===== src/rtl/assert_macros.svh =====
// assertion helper macros
`ifndef ASSERT_MACROS_SVH
`define ASSERT_MACROS_SVH
`define ASSERT_IMPL(lbl, clk, rst, prop, msg) \
   lbl: assert property (@(posedge clk) disable iff (rst) (prop)) else $error(msg);
`define ASSERT_ALWAYS(lbl, clk, prop, msg) \
   lbl: assert property (@(posedge clk) (prop)) else $error(msg);
`endif


===== src/rtl/sbfp_pkg.sv =====
//------------------------------------------------------------------------------
// sbfp_pkg
// Shared types and constants of the serial bridge with flash port.
//------------------------------------------------------------------------------
`default_nettype none
package sbfp_pkg;
   typedef enum logic [2:0] {
      OP_BUS    = 3'd0,
      OP_FWRITE = 3'd1,
      OP_FREAD  = 3'd2,
      OP_HPUSH  = 3'd3,
      OP_HPOP   = 3'd4,
      OP_NONE   = 3'd5
   } op_type;

   typedef enum logic {
      CSR_MAKER = 1'b0,
      CSR_PART  = 1'b1
   } csr_index_type;

   localparam logic [3:0]  OPC_ID     = 4'h9;
   localparam logic [3:0]  OPC_POP    = 4'hA;
   localparam logic [3:0]  OPC_PUSH   = 4'hB;
   localparam logic [3:0]  OPC_ROOM   = 4'hC;
   localparam logic [3:0]  OPC_DATA   = 4'hD;
   localparam logic [15:0] REPLY_ID   = 16'h0470;
   localparam logic [15:0] REPLY_OK   = 16'h0400;
   localparam logic [15:0] REPLY_POP  = 16'h0800;
   localparam logic [18:0] UNLOCK_A   = 19'h05555;
   localparam logic [18:0] UNLOCK_B   = 19'h02AAA;
   localparam logic [7:0]  KEY_AA     = 8'hAA;
   localparam logic [7:0]  KEY_55     = 8'h55;
   localparam logic [7:0]  KEY_PROG   = 8'hA0;
   localparam logic [7:0]  KEY_IDIN   = 8'h90;
   localparam logic [7:0]  KEY_IDOUT  = 8'hF0;

   typedef struct packed {
      op_type      op;
      logic [15:0] word;
      logic [18:0] addr;
      logic [7:0]  data;
   } item_type;
endpackage
`default_nettype wire


===== src/rtl/sbfp_front.sv =====
//------------------------------------------------------------------------------
// sbfp_front
// Accepts request transactions, classifies them and queues them for the back.
//------------------------------------------------------------------------------
`default_nettype none
module sbfp_front (
   input  wire                      clock,
   input  wire                      reset,
   input  wire                      req_tvalid,
   output logic                     req_tready,
   input  wire  [55:0]              req_tdata,
   output logic                     q_valid,
   input  wire                      q_ready,
   output sbfp_pkg::item_type       q_item
);
   sbfp_pkg::item_type q_ff [2];
   logic [1:0] cnt_ff, cnt_in;
   logic       wp_ff, wp_in, rp_ff, rp_in;
   sbfp_pkg::item_type cls;
   logic [2:0] raw;
   logic push, pop;

   always_comb begin
      raw = req_tdata[2:0];
      cls.word = req_tdata[18:3];
      cls.addr = req_tdata[37:19];
      cls.data = (raw == sbfp_pkg::OP_HPUSH) ? req_tdata[53:46] : req_tdata[45:38];
      if (raw > sbfp_pkg::OP_HPOP) cls.op = sbfp_pkg::OP_NONE;
      else cls.op = sbfp_pkg::op_type'(raw);
   end

   assign req_tready = cnt_ff != 2'd2;
   assign push = req_tvalid && req_tready;
   assign q_valid = cnt_ff != 2'd0;
   assign pop = q_valid && q_ready;
   assign q_item = q_ff[rp_ff];
   assign wp_in = wp_ff ^ push;
   assign rp_in = rp_ff ^ pop;
   assign cnt_in = cnt_ff + {1'b0, push} - {1'b0, pop};

   always_ff @(posedge clock) begin
      if (push) q_ff[wp_ff] <= cls;
      if (reset) begin
         cnt_ff <= 2'd0;
         wp_ff <= 1'b0;
         rp_ff <= 1'b0;
      end else begin
         cnt_ff <= cnt_in;
         wp_ff <= wp_in;
         rp_ff <= rp_in;
      end
   end
endmodule
`default_nettype wire


===== config.mk =====
export PLATFORM = sky130hd
export DESIGN_NAME = sbfp_front
export DESIGN_NICKNAME = d
export VERILOG_FILES = /design/src/rtl/assert_macros.svh /design/src/rtl/sbfp_pkg.sv /design/src/rtl/sbfp_front.sv
export SDC_FILE = /design/constraint.sdc
export NUM_CORES = 1
export LEC_CHECK = 0
export BUFFER_PORTS_ARGS = -buffer_cell sky130_fd_sc_hd__clkbuf_2
export CELL_PAD_IN_SITES_DETAIL_PLACEMENT = 2
export CELL_PAD_IN_SITES_GLOBAL_PLACEMENT = 2
export CORE_ASPECT_RATIO = 1.1
export CORE_UTILIZATION = 39
export DETAILED_ROUTE_END_ITERATION = 8
export PLACE_DENSITY = 0.83
export SLEW_MARGIN = 10
export SYNTH_ARGS = -nofsm -noshare
export SYNTH_HDL_FRONTEND = slang
export SYNTH_SLANG_ARGS = --single-unit

===== constraint.sdc =====
create_clock -name clock -period 6 [get_ports clock]
set_clock_uncertainty 0.05 [all_clocks]
set_input_delay 1.2 -clock clock [delete_from_list [all_inputs] [get_ports clock]]
set_output_delay 1.2 -clock clock [all_outputs]
set_load 0.02 [all_outputs]

After elaboration in Yosys (flattened, before gate mapping)
Memory sizes are Yosys's and may differ from the RTL's. A register that Yosys moved wholly into a read port is not among the register bits.
Index checks and enable logic that the tools add are counted.
{"block": "word_totals", "n_memories": 1, "reg_bits": 4, "input_bits": 60, "ramBits": 92, "word_cells": 19, "out_inout_bits": 48}
{"block": "classes", "n_mux": 5, "addsub": 2, "reduce_logical": 3, "n_bitwise": 2, "eq_ne": 2, "n_lt_le_gt_ge": 1}
{"name": "q_ff", "depth": 2, "word_bits": 46, "rd": 1, "rd_ports_with_merged_regs": 1, "write_ports": 1, "line_no": "sbfp_front.sv:16", "source": "sbfp_pkg::item_type q_ff [2];"}
{"op": "$mux W8", "count": 1}
{"op": "$eq A3 B2 Y1 const B", "count": 1}
{"op": "$gt A3 B3 Y1 const B", "count": 1}
{"op": "$mux W1", "count": 3}
{"op": "$mux W3", "count": 1}
{"op": "$add A2 B1 Y2", "count": 1}
{"op": "$logic_and A1 B1 Y1", "count": 2}
{"op": "$ne A2 B2 Y1 const B", "count": 1}
{"op": "$reduce_bool A2 Y1", "count": 1}
{"op": "$sub A2 B1 Y2", "count": 1}
{"op": "$xor A1 B1 Y1", "count": 2}

Depth between registers and ports, before layout
Gate-level depths: netlist of the first run.
{"block": "depth", "ltp_word": 4, "ltp_mapped": 6, "ltp_nobuf": 6}

Least setup slack after synthesis of the first run
Ideal clock, no wire load.
{"block": "synth_timing", "path_kind": "input port to flip-flop", "start": "input req_tvalid", "end": "memory q_ff[0][0] (netlist bit) (enable)", "setup_time_ns": 0.408, "slack_ns": 3.088, "path_stages": 2, "t_required_ns": 5.542, "t_arrival_ns": 2.454, "path_buffers": 0, "cell_sequence": "and2_1 > ha_1"}
{"block": "synth_via", "elab_chain_cells": 3}
{"item": "start: declaration", "line_no": "sbfp_front.sv:9", "source": "input wire req_tvalid,"}
{"item": "$logic_and A1 B1 Y1", "line_no": "sbfp_front.sv:33", "source": "assign push = req_tvalid && req_tready;"}
{"item": "$mux W1", "line_no": "sbfp_front.sv:42", "source": "if (push) q_ff[wp_ff] <= cls;"}
{"item": "$mux W1 (implied by the code)", "line_no": "sbfp_front.sv:42"}
{"item": "end: declaration", "line_no": "sbfp_front.sv:16"}
Every way passes these cells.

==> results of run 1 <==
## registers in the layout, summed over array words and instances (netlist names)
| name | flops |
|---|---|
| cnt_ff | 2 |
| q_ff | 92 |
| rp_ff | 1 |
| wp_ff | 1 |
## cells in the mapped netlist, drive strengths merged
cell / n
a211oi: 1
a21bo: 1
a21o: 1
a32oi: 1
and2: 1
and2b: 2
and3: 1
buf: 5
clkbuf: 1
dfxtp: 4
edfxtp: 92
ha: 2
inv: 1
mux2: 55
nand2: 1
nand2b: 1
nand3: 1
nor2: 5
nor2b: 2
o21ai: 2
or2: 1
xor2: 1
## layout make-up
cell class              count  share of cell area (%)
inverters                   1                 0.08249
clock buffers              10                   2.805
repair buffers            106                   11.71
flip-flops and latches     96                   62.50
multi-input cells          79                   17.24
clock inverters             6                   2.530
well taps                 114                   3.134
## stage by stage
step	std cells	setup WS [ns]	instance area, um2
2_1_floorplan	182	3.088	3675
3_3_place_gp	396	3.017	4308
3_5_place_dp	396	2.977	4308
4_1_cts	412	2.580	4551
5_1_grt	412	2.519	4551
6_report	412	2.667	4551
## worst max-delay path: cells and delay by family (launching register included)
family	cells	cell delay, ns
buffers and inverters	1	0.16
DFF	1	1.12
muxes	1	0.44
## worst min-delay path by stage
stage	start	end	slack (ns)	cells after the start
CTS	wp_ff	wp_ff	0.56	3
global route	wp_ff	wp_ff	0.58	3
floorplan	wp_ff	wp_ff	0.47	3
global placement	wp_ff	wp_ff	0.52	3
finish	wp_ff	wp_ff	0.56	3
detailed placement	wp_ff	wp_ff	0.54	3
## cell families (layout without fill, tap and decap cells)
| kind of cell | after synthesis | in the layout | synth area share [%] |
|---|---|---|---|
| buffers and inverters | 7 | 123 | 1.396 |
| AO/OA/AOI/OAI | 6 | 6 | 1.192 |
| XOR/XNOR | 1 | 1 | 0.2384 |
| adder cells (fa/ha/maj) | 2 | 2 | 0.6809 |
| multiplexers | 55 | 55 | 16.85 |
| AND/OR/NAND/NOR | 15 | 15 | 2.282 |
| flip-flops | 96 | 96 | 77.36 |
## metal layers
layer  vias to the layer above  share of wire (%)
li1                        931                  -
met1                      1014                 36
met2                        50                 58
met3                         5                4.1
met4                         0                1.3
met5                         -                  0
## where the power goes
| part | internal (uW) | switching (uW) | leakage [uW] |
|---|---|---|---|
| clock network | 280 | 229 | 0.000117 |
| logic | 180 | 238 | 0.000729 |
| registers | 831 | 62.8 | 0.000894 |
==> reports/metrics.csv, run 1 <==
stage,metric,value,unit
outcome,outcome,completed,
synth,Seq cells post-synth,96,
synth,number of library cell types mapped by synthesis,25,
clock_network,clk buf depth,2,
layout,"Area growth, synth to finish",23.83,%
worst_setup_path,worst path arrival time,2.08,ns
synth,Synth top area share,75.18,%
clock_network,"Gates resized, CTS repair",0,
route,"wirelength, routed",7758,um
layout,Post-Route Utilization,50.51,%
die,row cnt,36,
placed_design,DPL Wire Length,5285,um
clock_network,clock sinks,96,
die,Starting Density,40.79,%
global_routing,busiest grt layer,met2,
pwr,Lkg Pwr,0.001741,uW
worst_setup_path,Critical R2R Launch,cnt_ff[0],
worst_setup_path,worst setup path startpoint,rp_ff,
die,die area,0.009815,mm2
die,Die Span X,94.55,um
layout,"leading cell types in the layout, fill and taps excluded","clkbuf_2 (105), edfxtp_1 (92), mux2_2 (54)",
synth,sequential area share after synthesis,77.36,%
worst_setup_path,worst setup path end,q_item[40],
synth,Post-Synthesis Cell Area,0.003675,mm2
timing,Fin Setup TNS,0,ns
synth,Syn Area/Cell,20.19,um2
worst_setup_path,CP max FO,47,
timing,minimum clock period,3.333,ns
global_routing,met2 Resource Use GR,32.30,%
synth,syn_nets,244,
flow_run,Max-cap violations,0,
hold_path,Worst Hold Class,reg2reg,
placed_design,port bufs,105,
timing,"Slew Viols, Final",0,
worst_setup_path,worst reg-to-reg setup slack,3.79,ns
layout,register area,0.002844,mm2
clock_network,CTS tree,built,
clock_network,Root Driver,clkbuf_8,
clock_network,clk_lat worst skew,0.34,ns
worst_setup_path,WS Path Type,reg2out,
synth,count of mapped cells out of synthesis,182,
clock_network,Num CTS Buffers,9,
clock_network,H-tree Lvls,3,
global_routing,met3 usage,3.451,%
pwr,Final Power,1821,uW
route,Pre-Repair DR Iteration Count,4,
synth,yosys warns,0,
layout,"leading cell type in the layout, fill and taps excluded",clkbuf_2,
global_routing,pin count of the biggest net entering global routing,48,
worst_setup_path,R2R Path End,q_ff[0][23],
layout,share of post-route cells with drive strength above 1,60.74,%
global_routing,antenna violations before repair,0,
timing,fmax,0.3000,GHz
route,Via density,4.854,
timing,RSZ-0062 raised after global routing,false,
worst_setup_path,Required @ worst endpoint,4.75,ns
worst_setup_path,"critical path, cell by cell",mux2_2 -> clkbuf_2,
global_routing,first-pass GRT wire length,12070,um
global_routing,met1 usage,17.70,%
layout,area of the multi-input gates,784.5,um2
route,initial drt markers,53,
timing,"Hold Vio Cnt, Final",0,
die,Top Ports,108,
layout,fill count,864,
timing,Worst-Margin Slew,1.179,ns
die,core area,0.009009,mm2
worst_setup_path,"slowest stage delay, CP",1.12,ns
synth,top cell type by total area after synthesis,edfxtp_1,
route,post-detailed-route count of antenna-violating nets,0,
worst_setup_path,Setup crit end kind,output port,
clock_network,CTS hold repair buffers,0,
route,DR vias,2000,
clock_network,# Post-CTS Setup Buffers,0,
global_routing,vias in the first global route,2287,
layout,# diodes,0,
clock_network,Clock transition at path regs,0.09,ns
layout,nets,355,
worst_setup_path,startpoint types,flip-flop,
timing,Fin Hold WS,0.5582,ns
timing,Slew headroom,21.40,%
die,die height,103.8,um
global_routing,Overflow after GRT,0,
timing,Final Cycle Share,55.55,%
route,Residual DRC,0,
worst_setup_path,worst reg-to-reg path cell count,4,
placed_design,Routability Congestion,0.6521,
route,drt wl/cell,18.83,um
synth,synth top area cells,"edfxtp_1 (75%), mux2_2 (17%), dfxtp_1 (2.2%), buf_6 (0.92%), ha_1 (0.68%)",
global_routing,gr usage total,16.96,%
worst_setup_path,cell at the slowest stage of the critical path,dfxtp_2,
timing,Final setup viols,0,
pwr,P per Cell Area,400.1,mW/mm2
pwr,peak supply drop,0.0002031,V
(Power assumes the default switching activity.)
==> inputs of run 2 (changes only) <==
ABC_AREA = 1   (was not set)
CORE_UTILIZATION = 33   (was 39)
PLACE_DENSITY = 0.79   (was 0.83)
clock period = 3.1 ns   (was 6 ns; I/O delays follow)
==> run 2 against run 1 <==
  * Design area grew 4.5%
  * Global-route usage fell by 0.16 points
  * Synthesized cell count grew 67%
  * Critical path type unchanged
  * Critical endpoint is now q_item[35]
  * Largest cell class unchanged
  * Highest routed layer unchanged
==> reports/metrics.csv, run 2 <==
stage,metric,value,unit,change
outcome,outcome,completed,,unchanged
layout,fill count,1165,,was 864
route,DR vias,2544,,was 2000
synth,synth top area cells,"edfxtp_1 (74%), nand2_1 (16%), dfxtp_1 (2.1%), buf_6 (1.8%), nand3_1 (1.2%)",,"was edfxtp_1 (75%), mux2_2 (17%), dfxtp_1 (2.2%), buf_6 (0.92%), ha_1 (0.68%)"
layout,"leading cell types in the layout, fill and taps excluded","nand2_1 (159), clkbuf_2 (105), edfxtp_1 (92)",,"was clkbuf_2 (105), edfxtp_1 (92), mux2_2 (54)"
route,"wirelength, routed",9309,um,was 7758 um
die,die height,113.8,um,was 103.8 um
route,post-detailed-route count of antenna-violating nets,0,,unchanged
synth,sequential area share after synthesis,75.83,%,was 77.36%
hold_path,Worst Hold Class,in2reg,,was reg2reg
synth,Syn Area/Cell,12.33,um2,was 20.19 um2
timing,"Hold Vio Cnt, Final",0,,unchanged
synth,top cell type by total area after synthesis,edfxtp_1,,unchanged
pwr,P per Cell Area,886.0,mW/mm2,was 400.1 mW/mm2
die,Starting Density,34.05,%,was 40.79%
global_routing,gr usage total,16.81,%,was 16.96%
clock_network,# Post-CTS Setup Buffers,0,,unchanged
flow_run,Max-cap violations,0,,unchanged
global_routing,first-pass GRT wire length,14500,um,was 12070 um
layout,share of post-route cells with drive strength above 1,31.89,%,was 60.74%
worst_setup_path,worst reg-to-reg path cell count,6,,was 4
clock_network,clk buf depth,2,,unchanged
pwr,Lkg Pwr,0.002097,uW,was 0.001741 uW
layout,"Area growth, synth to finish",26.84,%,was 23.83%
timing,fmax,0.4485,GHz,
layout,max FFs per register,92,,unchanged
route,Pre-Repair DR Iteration Count,4,,unchanged
clock_network,"Gates resized, CTS repair",0,,unchanged
synth,Synth top area share,73.70,%,was 75.18%
timing,Slew headroom,57.92,%,was 21.40%
clock_network,Root Driver,clkbuf_16,,was clkbuf_8
synth,Post-synth EDFFs,92,,unchanged
worst_setup_path,CP max FO,47,,unchanged
clock_network,Num CTS Buffers,9,,unchanged
die,core area,0.01101,mm2,was 0.009009 mm2
die,Die Span X,103.6,um,was 94.55 um
worst_setup_path,R2R Path End,q_ff[0][41],,was q_ff[0][23]
layout,"Most flops, register",q_ff,,unchanged
worst_setup_path,Critical R2R Launch,cnt_ff[0],,unchanged
layout,"leading cell type in the layout, fill and taps excluded",nand2_1,,was clkbuf_2
route,initial drt markers,41,,was 53
layout,area of the multi-input gates,773.2,um2,was 784.5 um2
synth,syn_nets,366,,was 244
clock_network,Clock transition at path regs,0.06,ns,was 0.09 ns
route,Via density,4.511,,was 4.854
synth,simple-gate share of the synthesized area,18.99,%,was 2.281%
synth,Synth Area in Compound Gates,0.4673,%,was 1.192%
layout,nets,474,,was 355
hold_path,Hold Crit Depth,2,,was 3
hold_path,Hold Crit Start,reset,,was wp_ff
placed_design,Routability Congestion,0.7041,,was 0.6521
synth,Main synth FF type,edfxtp_1,,unchanged
synth,Synth top cells by count,"nand2_1 (159), edfxtp_1 (92), inv_1 (10)",,"was edfxtp_1 (92), mux2_2 (54), nor2_1 (5)"
placed_design,DPL Wire Length,6497,um,was 5285 um
timing,"Slew Viols, Final",0,,unchanged
clock_network,clk_lat worst skew,0.34,ns,about the same
synth,mux share of post-synthesis cell area,0,%,was 16.85%
worst_setup_path,startpoint types,flip-flop,,unchanged
die,row cnt,40,,was 36
worst_setup_path,WS Path Type,reg2out,,unchanged
timing,Final Cycle Share,71.93,%,
clock_network,H-tree Lvls,3,,unchanged
timing,minimum clock period,2.230,ns,
timing,RSZ-0062 raised after global routing,false,,unchanged
timing,Fin Hold WS,0.4223,ns,was 0.5582 ns
hold_path,Hold Path End,wp_ff,,unchanged
worst_setup_path,Setup crit end kind,output port,,unchanged
synth,Synth async-reset ratio,0,%,unchanged
synth,main combinational cell family by area after synthesis,simple AND/OR/NAND/NOR gates,,was multiplexers
layout,# diodes,0,,unchanged
clock_network,CTS hold repair buffers,0,,unchanged
route,drt wl/cell,16.51,um,was 18.83 um
worst_setup_path,worst path arrival time,1.56,ns,was 2.08 ns
worst_setup_path,worst setup path startpoint,rp_ff,,unchanged
synth,Post-Synthesis Cell Area,0.003749,mm2,was 0.003675 mm2
pwr,peak supply drop,0.0003262,V,was 0.0002031 V
die,Top Ports,108,,unchanged
global_routing,pin count of the biggest net entering global routing,48,,unchanged
synth,Post-Synth Adder-Cell Area,0.6676,%,was 0.6810%
timing,Final setup viols,0,,unchanged
global_routing,vias in the first global route,2818,,was 2287
synth,Seq cells post-synth,96,,unchanged
die,die area,0.01179,mm2,was 0.009815 mm2
layout,Largest regs,"q_ff x92, cnt_ff x2",,unchanged
synth,yosys warns,0,,unchanged
global_routing,Overflow after GRT,0,,unchanged
clock_network,CTS tree,built,,unchanged
synth,number of library cell types mapped by synthesis,21,,was 25
synth,cell with the most instances after synthesis,nand2_1,,was edfxtp_1
synth,count of mapped cells out of synthesis,304,,was 182
synth,Synth Area in XOR/XNOR,0.2336,%,was 0.2383%
timing,Worst-Margin Slew,0.6297,ns,was 1.179 ns
worst_setup_path,Required @ worst endpoint,2.43,ns,was 4.75 ns
clock_network,clock sinks,96,,unchanged
route,Residual DRC,0,,unchanged
global_routing,antenna violations before repair,0,,unchanged
placed_design,port bufs,105,,unchanged
worst_setup_path,worst reg-to-reg setup slack,1.19,ns,was 3.79 ns
layout,register area,0.002844,mm2,unchanged
timing,Fin Setup TNS,0,ns,unchanged
## run 2: cell families (layout without fill, tap and decap cells)
family | count (synthesis) | after routing
DFF | 96 | 96
adders and majority gates | 2 | 2
AOI/OAI and AO/OA | 3 | 3
and+or+nand+nor | 179 | 179
buffers and inverters | 23 | 136
xor gates and xnor gates | 1 | 1
## run 2: worst max-delay path, cell delays in order, from the launching register on
cell	delay [ns]
dfxtp_2	0.33
buf_4	0.44
nand2_1	0.13
nand2_1	0.12
clkbuf_2	0.19
## run 2: worst max-delay path by stage
stage	endpoint
after global routing	q_item[35]
after global placement	q_ff[0][33]
after detailed placement	q_ff[0][31]
final	q_item[35]
after floorplan	q_ff[1][0]
after CTS	q_item[35]
## run 2: metal layers
layer	up-vias	part of all wire, %	global-route usage (%)
li1	1224	-	-
met1	1256	37	16.98
met2	57	58	33.24
met3	7	3.6	3.429
met4	0	1.3	7.343
met5	-	0	0
## run 2: through the flow
| stage | power, uW | cells | instance area [um2] | setup slack [ns] | util, % |
|---|---|---|---|---|---|
| after global placement | 3048 | 548 | 4436 | 1.000 | 40.28 |
| after CTS | 4301 | 564 | 4755 | 0.7914 | 43.18 |
| final | 4213 | 564 | 4755 | 0.8702 | 43.18 |
| after global routing | 4454 | 564 | 4755 | 0.7191 | 43.18 |
| after floorplan | 2629 | 304 | 3751 | 0.7230 | - |
| after detailed placement | 3125 | 548 | 4436 | 0.9555 | 40.28 |
## run 2: cell type report
| type | count | area share, % |
|---|---|---|
| clock buffers | 14 | 5.974 |
| clock inverters | 2 | 0.7368 |
| inverters | 11 | 0.8684 |
| multi-input cells | 185 | 16.26 |
| flip-flops and latches | 96 | 59.82 |
| well taps | 147 | 3.868 |
| repair buffers | 109 | 12.47 |
## run 2: power breakdown
| group | total [uW] | internal [uW] | switching [uW] |
|---|---|---|---|
| Sequential | 1750 | 1690 | 66.4 |
| Combinational | 1300 | 377 | 925 |
| Clock | 1160 | 712 | 443 |
==> inputs of run 3 (changes only) <==
CORE_UTILIZATION = 30   (was 33)
PLACE_DENSITY = 0.76   (was 0.79)
clock period = 1.9 ns   (was 3.1 ns; I/O delays follow)
==> run 3 against run 2 <==
  * Combinational power is 67% higher
  * Largest power group unchanged
  * Critical path depth is 1 higher
  * Sequential share of layout area is 0.37 points lower
==> reports/metrics.csv, run 3 (synthesized netlist as in run 2, its figures left out) <==
stage,metric,value,unit,change
outcome,outcome,completed,,unchanged
placed_design,port bufs,105,,unchanged
route,initial drt markers,60,,was 41
layout,# diodes,0,,unchanged
placed_design,post-placement setup slack,0.2831,ns,was 0.9555 ns
clock_network,clk buf depth,2,,unchanged
die,Top Ports,108,,unchanged
layout,Non-Filler Instances,575,,was 564
layout,"Area growth, synth to finish",27.74,%,was 26.84%
clock_network,Clock transition at path regs,0.06,ns,about the same
global_routing,Overflow after GRT,0,,unchanged
route,Pre-Repair DR Iteration Count,4,,unchanged
clock_network,Num CTS Buffers,9,,unchanged
timing,Slew headroom,79.00,%,was 57.92%
die,die area,0.01295,mm2,was 0.01179 mm2
global_routing,pin count of the biggest net entering global routing,28,,was 48
timing,"Slew Viols, Final",0,,unchanged
global_routing,first-pass GRT wire length,13970,um,was 14500 um
timing,setup ws final,0.08506,ns,was 0.8702 ns
die,Starting Density,31.01,%,was 34.05%
route,Via density,4.494,,was 4.511
die,Die Span X,108.6,um,was 103.6 um
route,"wirelength, routed",8865,um,was 9309 um
timing,Fin Setup TNS,0,ns,unchanged
global_routing,gr usage total,14.69,%,was 16.81%
clock_network,Root Driver,clkbuf_16,,unchanged
hold_path,Worst Hold Class,in2reg,,unchanged
clock_network,# Post-CTS Setup Buffers,0,,unchanged
timing,Final setup viols,0,,unchanged
timing,fmax,0.5510,GHz,
flow_run,Max-cap violations,0,,unchanged
die,core area,0.01209,mm2,was 0.01101 mm2
pwr,Lkg Pwr,0.002107,uW,was 0.002097 uW
timing,"Hold Vio Cnt, Final",0,,unchanged
timing,Worst-Margin Slew,0.3143,ns,was 0.6297 ns
clock_network,CTS tree,built,,unchanged
timing,minimum clock period,1.815,ns,
clock_network,clk_lat worst skew,0.34,ns,about the same
die,row cnt,42,,was 40
worst_setup_path,Setup crit end kind,output port,,unchanged
route,DR vias,2584,,was 2544
global_routing,antenna violations before repair,0,,unchanged
worst_setup_path,CP max FO,20,,was 47
die,die height,119.2,um,was 113.8 um
worst_setup_path,startpoint types,flip-flop,,unchanged
pwr,P per Cell Area,1415,mW/mm2,was 886.0 mW/mm2
layout,"leading cell types in the layout, fill and taps excluded","nand2_1 (159), clkbuf_2 (105), edfxtp_1 (92)",,unchanged
worst_setup_path,WS Path Type,reg2out,,unchanged
route,Residual DRC,0,,unchanged
layout,Largest regs,"q_ff x92, cnt_ff x2",,unchanged
clock_network,clock sinks,96,,unchanged
layout,"leading cell type in the layout, fill and taps excluded",nand2_1,,unchanged
placed_design,Placed Instances,559,,was 548
timing,Final Cycle Share,95.52,%,
pwr,peak supply drop,0.0006379,V,was 0.0003262 V
placed_design,Routability Congestion,0.7377,,was 0.7041
route,drt wl/cell,15.42,um,was 16.51 um
route,post-detailed-route count of antenna-violating nets,0,,unchanged
worst_setup_path,worst path arrival time,1.38,ns,was 1.56 ns
global_routing,vias in the first global route,2789,,was 2818
layout,nets,478,,was 474
layout,share of post-route cells with drive strength above 1,31.83,%,was 31.89%
layout,"Most flops, register",q_ff,,unchanged
clock_network,H-tree Lvls,3,,unchanged
placed_design,DPL Wire Length,6265,um,was 6497 um
layout,max FFs per register,92,,unchanged
clock_network,CTS hold repair buffers,0,,unchanged
worst_setup_path,Required @ worst endpoint,1.47,ns,was 2.43 ns
-- run 3: changes by cell type in the layout (fill, tap and decap cells not counted) --
cell | before | now
clkinv_2 | 1 | 2
clkbuf_8 | 4 | 0
dfxtp_2 | 1 | 0
buf_8 | 0 | 2
clkbuf_1 | 1 | 2
buf_6 | 0 | 1
buf_12 | 3 | 4
clkinv_1 | 0 | 2
dfxtp_4 | 0 | 1
-- run 3: metal layers --
layer | vias to the layer above | part of all wire, % | track usage (%)
met5 | - | 0 | 0
met4 | 0 | 2.1 | 7.095
met3 | 11 | 3.3 | 2.408
met2 | 64 | 56 | 27.10
met1 | 1278 | 38 | 15.95
li1 | 1231 | - | -
-- run 3: area by class of cell --
type	count	area [um2]
flip-flops and latches	96	2846
clock inverters	5	47.55
inverters	11	41.29
repair buffers	113	654.4
multi-input cells	185	773.2
fillers	1287	7298
clock buffers	11	232.7
well taps	154	192.7
-- run 3: report_power, final --
part / internal (uW) / leakage [uW] / switching [uW]
registers: 2760 / 0.000894 / 127
logic: 682 / 0.00107 / 1480
clock network: 1010 / 0.000138 / 719
total: 4440 / 0.00211 / 2330
-- run 3: through the flow --
step	util [%]	area, um2	hold slack [ns]	total power (uW)
6_report	39.62	4788	0.1736	6776
5_1_grt	39.62	4788	0.1676	7193
4_1_cts	39.49	4773	0.1621	6897
3_5_place_dp	37.02	4474	0.5238	5114
3_3_place_gp	37.02	4474	0.5202	5010
2_1_floorplan	-	3754	0.3967	4287
-- run 3: path summary, 6_finish.rpt --
kind | slack [ns] | endpoint | start | cells past startpoint
setup reg to reg | 0.37 | cnt_ff[1] | cnt_ff[0] | 10
hold reg to reg | 0.60 | wp_ff | wp_ff | 3
hold / removal | 0.17 | wp_ff | reset | 2
setup / recovery | 0.09 | q_item[44] | rp_ff | 5
-- run 3: repair_timing --
item | CTS | global route
pin swaps | 0 | 0
resized for setup | 5 | 4
setup endpoints to repair | 26 | 21
-- run 3: critical path: stages, from the launching register on --
cell	delay (ns)
dfxtp_4	0.39
inv_2	0.12
buf_8	0.19
nand2_1	0.07
nand2_1	0.09
clkbuf_2	0.17
